`src/design/scsa_pkg.sv`:
```
// Shared types, constants and helper functions of the size class slab allocator.
package scsa_pkg;

   localparam int MAX_SLABS       = 256;
   localparam int SLAB_BYTES      = 65536;
   localparam int NUM_CLASSES     = 6;
   localparam int MIN_CLASS_BYTES = 256;
   localparam int MAX_REQ_BYTES   = MIN_CLASS_BYTES << (NUM_CLASSES - 1);
   localparam int SLOTS_MAX       = SLAB_BYTES / MIN_CLASS_BYTES;
   localparam int DEFAULT_CAP     = 16 * 1024 * 1024;

   localparam int CLS_W   = 3;
   localparam int SLAB_W  = 8;
   localparam int SLOT_W  = 8;
   localparam int ID_W    = SLAB_W + SLOT_W;
   localparam int CNT_W   = SLAB_W + 1;
   localparam int REQ_W   = 16;
   localparam int SIZE_W  = 14;
   localparam int CAP_W   = 25;
   localparam int LIVE_W  = 17;
   localparam int SLOTS_W = SLOT_W + 1;

   typedef enum logic [1:0] {
      ST_OK       = 2'd0,
      ST_BAD_SIZE = 2'd1,
      ST_NO_MEM   = 2'd2,
      ST_FREE_IGN = 2'd3
   } status_type;

   typedef enum logic {
      OP_ALLOC = 1'b0,
      OP_FREE  = 1'b1
   } opcode_type;

   typedef struct packed {
      opcode_type          op;
      logic                bad_size;
      logic [CLS_W-1:0]    cls;
      logic [SLAB_W-1:0]   slab;
      logic [SLOT_W-1:0]   slot;
   } cmd_type;

   function automatic logic [SIZE_W-1:0] class_bytes(input logic [CLS_W-1:0] c);
      logic [31:0] b;
      b = 32'(MIN_CLASS_BYTES) << c;
      return b[SIZE_W-1:0];
   endfunction

   function automatic logic [SLOTS_W-1:0] class_slots(input logic [CLS_W-1:0] c);
      logic [31:0] n;
      n = 32'(SLOTS_MAX) >> c;
      if (n == 32'd0) begin
         n = 32'd1;
      end
      return n[SLOTS_W-1:0];
   endfunction

endpackage

```
`src/design/scsa_front.sv`:
```
// Front end: accepts commands, maps byte counts to classes and queues them.
module scsa_front (
   input  logic                            clock,
   input  logic                            reset,
   input  logic                            req_valid,
   output logic                            req_stall,
   input  logic                            req_opcode,
   input  logic [scsa_pkg::REQ_W-1:0]      req_request_bytes,
   input  logic [scsa_pkg::SLAB_W-1:0]     req_free_slab_index,
   input  logic [scsa_pkg::SLOT_W-1:0]     req_free_slot_index,
   output logic                            q_valid,
   output scsa_pkg::cmd_type               q_cmd,
   input  logic                            q_pop
);

   scsa_pkg::cmd_type    entry_ff [2];
   logic                 wr_ptr_ff, wr_ptr_in;
   logic                 rd_ptr_ff, rd_ptr_in;
   logic [1:0]           count_ff, count_in;
   scsa_pkg::cmd_type    cmd_new;
   logic                 push;

   always_comb begin
      logic [scsa_pkg::CLS_W-1:0] found;
      found = '0;
      for (int c = scsa_pkg::NUM_CLASSES - 1; c >= 0; c--) begin
         if ({3'b000, req_request_bytes} <=
             {5'b00000, scsa_pkg::class_bytes(scsa_pkg::CLS_W'(c))}) begin
            found = scsa_pkg::CLS_W'(c);
         end
      end
      cmd_new.op   = scsa_pkg::opcode_type'(req_opcode);
      cmd_new.slab = req_free_slab_index;
      cmd_new.slot = req_free_slot_index;
      cmd_new.bad_size = (req_request_bytes == '0) ||
                         (32'(req_request_bytes) > 32'(scsa_pkg::MAX_REQ_BYTES));
      // Free commands and rejected sizes carry class zero.
      cmd_new.cls = (cmd_new.bad_size || req_opcode) ? '0 : found;
   end

   assign req_stall = (count_ff == 2'd2);
   assign push      = req_valid && !req_stall;
   assign q_valid   = (count_ff != 2'd0);
   assign q_cmd     = entry_ff[rd_ptr_ff];

   always_comb begin
      wr_ptr_in = wr_ptr_ff ^ push;
      rd_ptr_in = rd_ptr_ff ^ q_pop;
      count_in  = count_ff + {1'b0, push} - {1'b0, q_pop};
   end

   always_ff @(posedge clock) begin
      if (reset) begin
         wr_ptr_ff <= 1'b0;
         rd_ptr_ff <= 1'b0;
         count_ff  <= 2'd0;
      end else begin
         wr_ptr_ff <= wr_ptr_in;
         rd_ptr_ff <= rd_ptr_in;
         count_ff  <= count_in;
      end
   end

   always_ff @(posedge clock) begin
      if (push) begin
         entry_ff[wr_ptr_ff] <= cmd_new;
      end
   end

endmodule

```
`config.mk`:
```
export PLATFORM = sky130hd
export DESIGN_NAME = scsa_front
export DESIGN_NICKNAME = d
export VERILOG_FILES = /design/src/design/scsa_pkg.sv /design/src/design/scsa_front.sv
export SDC_FILE = /design/constraint.sdc
export NUM_CORES = 1
export LEC_CHECK = 0
export BUFFER_PORTS_ARGS = -buffer_cell sky130_fd_sc_hd__buf_2
export CORE_UTILIZATION = 50
export DETAILED_ROUTE_END_ITERATION = 10
export GPL_ROUTABILITY_DRIVEN = 1
export PLACE_DENSITY = 0.78
export RECOVER_POWER = 100
export SYNTH_ARGS = -nofsm -noshare
export SYNTH_HDL_FRONTEND = slang
export SYNTH_SLANG_ARGS = --single-unit
export TNS_END_PERCENT = 20
```
`constraint.sdc`:
```
create_clock -name clock -period 2.3 [get_ports clock]
set_input_delay 0.46 -clock clock [delete_from_list [all_inputs] [get_ports clock]]
set_output_delay 0.46 -clock clock [all_outputs]
set_load 0.02 [all_outputs]
```
==> qor.yml <==
outcome:
  status: "finished, final reports clean"
yosys:
  synth_nets: 157
  synth_edf_count: 42
  ys_warn_count: 0
  syn_inst: 116
  ys_async_sr_fraction_pct: 0
  synth_seq_area_share_pct: 69.70
  synth.top_cell.area_share_pct: 65.54
  syn_avg_cell_area_um2: 16.59
  yosys.cell_types.count: 30
  ys.flop_type: "edfxtp_1"
  syn_area_mm2: 0.001924
  ys_top_cells_by_area: "edfxtp_1, mux2_2, dfxtp_1, ha_1, nor4_1"
  ys_ff_latch: 46
  synth_top_cell_by_area: "edfxtp_1"
layout:
  fillers: 311
  regArea_mm2: 0.001341
  drive_gt1_share_pct: 33.51
  area_growth_pct: 22.30
  nNetsFinal: 228
  final_cells: 236
  diodes: 0
  multi_input_area_um2: 553.0
sta:
  rsz0062_at_grt: "no"
  drv_slew: 0
  finalHoldViolations: 0
  worst_pin_slew_ns: 0.7324
  hold_ws_ns: 0.3513
  fmax_mhz: 522.2
  setup-tns-final_ns: 0
  setup_ws_ns: 0.3850
  fin_crit_ns: 1.915
  fin_skew_ns: 0.004264
  finalSetupViolations: 0
  slew_headroom_pct: 51.17
  timing.final.crit_share_pct: 83.26
power:
  power_frac_comb_pct: 24.0
  p_per_area_mw_per_mm2: 875.2
  sw_frac_of_total_pct: 29.45
  power_switching_mw: 0.6066
  leakagePower_nw: 0.8384
  p_int_mw: 1.453
  clkPwrFrac_pct: 22.5
  seqPwrFrac_pct: 53.6
  ir_drop_uv: 394.7
  totalPowerFinal_mw: 2.060
setup_path:
  critPathBufInv: 1
  timing.rr.end: "entry_ff[0][4]$_DFFE_PP_"
  crit_arrival_ns: 2.02
  crit_path_end_kind: "register"
  rrSetupSlack_ns: 0.58
  crit_chain: "buf_2 -> or4_1 -> nor4b_4 -> o21ai_0 -> nor3_1"
  cp_max_fo: 4
  crit_path_start: "req_request_bytes[5]"
  required_ns: 2.40
  critPathLaunchType: "input pin"
  critPathMaxStageDelay_ns: 0.61
  critPathSlowestCell: "or4_1"
  crit_path_end: "entry_ff[0][16]$_DFFE_PP_"
  rr_worst_depth: 5
  crit_family: "simple AND/OR/NAND/NOR gates"
  cp.depth: 5
  crit_type: "input pin to register"
  r2r-start: "count_ff[0]$_SDFF_PP0_"
detailed_routing:
  routed_wl_mm: 3.410
  ant_nets: 0
  wl_per_cell_um: 14.45
  firstDrtPassIters: 4
  initialDrtViolationCount: 54
  num_vias: 1248
  drcViolationCount: 0
  avgViaCountPerCell: 5.288
placement:
  dp_slack_ns: 0.1641
  dp_hpwl_mm: 2.586
  gp_congestion: 0.8619
  dpl.cell_count: 228
  io_buffers: 59
clock_network:
  htree_levels: 2
  cts_tree: "yes"
  cts_root_buf: "clkbuf_8"
  cts_buffer_depth: 2
  cts_setup_buffers: 0
  cts_buffers: 5
  ctsResizeCount: 0
  cts_num_sinks: 46
  hold_buffers: 0
  clkTransAtPathRegs_ns: 0.08
  worstSkewPairLatency_ns: 0.29
global_route:
  grt_max_degree: 15
  grt_antenna_before_repair: 0
  grt-ovfl-total: 0
  gr-usage-all-layers_pct: 18.00
  grt_pass1_wl_mm: 5.347
  grt_pass1_vias: 1209
worst_hold_path:
  hold_start: "req_free_slot_index[2]"
  hold_path_class: "input pin to register"
run:
  maxCapViolCount: 0
floorplanning:
  die_h_um: 64.04
  die_w_um: 64.04
  start_util_pct: 52.17
  rows: 22
  io_pins: 60
  core-area_mm2: 0.003689
  die_area_mm2: 0.004100
[final cells by class]
class / count / share of cell area [%]
Clock buffer: 5 / 2.924
Clock inverter: 3 / 0.6911
Inverter: 5 / 0.7974
Multi-Input combinational cell: 63 / 23.50
Sequential cell: 46 / 56.99
Tap cell: 48 / 2.552
Timing Repair Buffer: 66 / 12.55
[flip-flops by register name, indices dropped and copies added, names as in the netlist]
register   count
entry_ff      42
count_ff       2
rd_ptr_ff      1
wr_ptr_ff      1
[stage by stage]
stage | utilization, % | instance area [µm²]
6_report | 63.81 | 2354
5_1_grt | 63.81 | 2354
2_1_floorplan | - | 1924
4_1_cts | 65.33 | 2410
3_3_place_gp | 63.03 | 2325
3_5_place_dp | 63.03 | 2325
[power by group through the flow]
| stage | clock [mW] | combinational [mW] | sequential (mW) |
|---|---|---|---|
| after floorplan | 0 | 0.342 | 1.11 |
| after global placement | 0 | 0.516 | 1.11 |
| after detailed placement | 0 | 0.531 | 1.12 |
| after CTS | 0.478 | 0.534 | 1.10 |
| after global routing | 0.519 | 0.532 | 1.12 |
| final | 0.463 | 0.493 | 1.10 |
[cells by family after synthesis]
| group | share of synthesized area [%] |
|---|---|
| buffers and inverters | 1.366 |
| adders and majority gates | 2.601 |
| and+or+nand+nor | 9.493 |
| DFF | 69.70 |
| AOI/OAI and AO/OA | 2.731 |
| muxes | 12.29 |
| xor gates and xnor gates | 1.821 |
[layer usage]
layer	track usage, %	share of wire, %	vias up
li1	-	-	599
met1	18.65	39	596
met2	32.85	53	47
met3	5.893	6.1	6
met4	7.670	1.8	0
met5	0	0	-
[cells in the mapped netlist (2+ instances only)]
cell	instances
nand2_1	2
mux2_2	21
nor2b_1	2
inv_1	5
nor3_1	2
buf_1	2
nor4_1	5
nor2_1	4
xnor2_1	3
ha_1	4
dfxtp_1	4
or4_4	2
or3_1	2
edfxtp_1	42
[cells in the final DEF, fill, tap and decap left out, types with 3 or more instances in the layout]
cell / n
buf_2: 29
buf_4: 3
clkbuf_1: 34
clkbuf_8: 5
dfxtp_1: 4
edfxtp_1: 42
ha_1: 4
inv_1: 5
mux2_2: 21
nor2_1: 4
nor4_1: 5
xnor2_1: 3
[how the worst min path moves through the flow]
stage / cells after the start / slack, ns / end
2_1_floorplan: 2 / 0.50 / count_ff[1]$_SDFF_PP0_
3_3_place_gp: 2 / 0.52 / count_ff[1]$_SDFF_PP0_
3_5_place_dp: 2 / 0.56 / count_ff[1]$_SDFF_PP0_
4_1_cts: 1 / 0.34 / entry_ff[1][6]$_DFFE_PP_
5_1_grt: 1 / 0.33 / entry_ff[1][12]$_DFFE_PP_
6_report: 1 / 0.35 / entry_ff[0][2]$_DFFE_PP_
No activity file was read; power rests on OpenSTA's default activity.
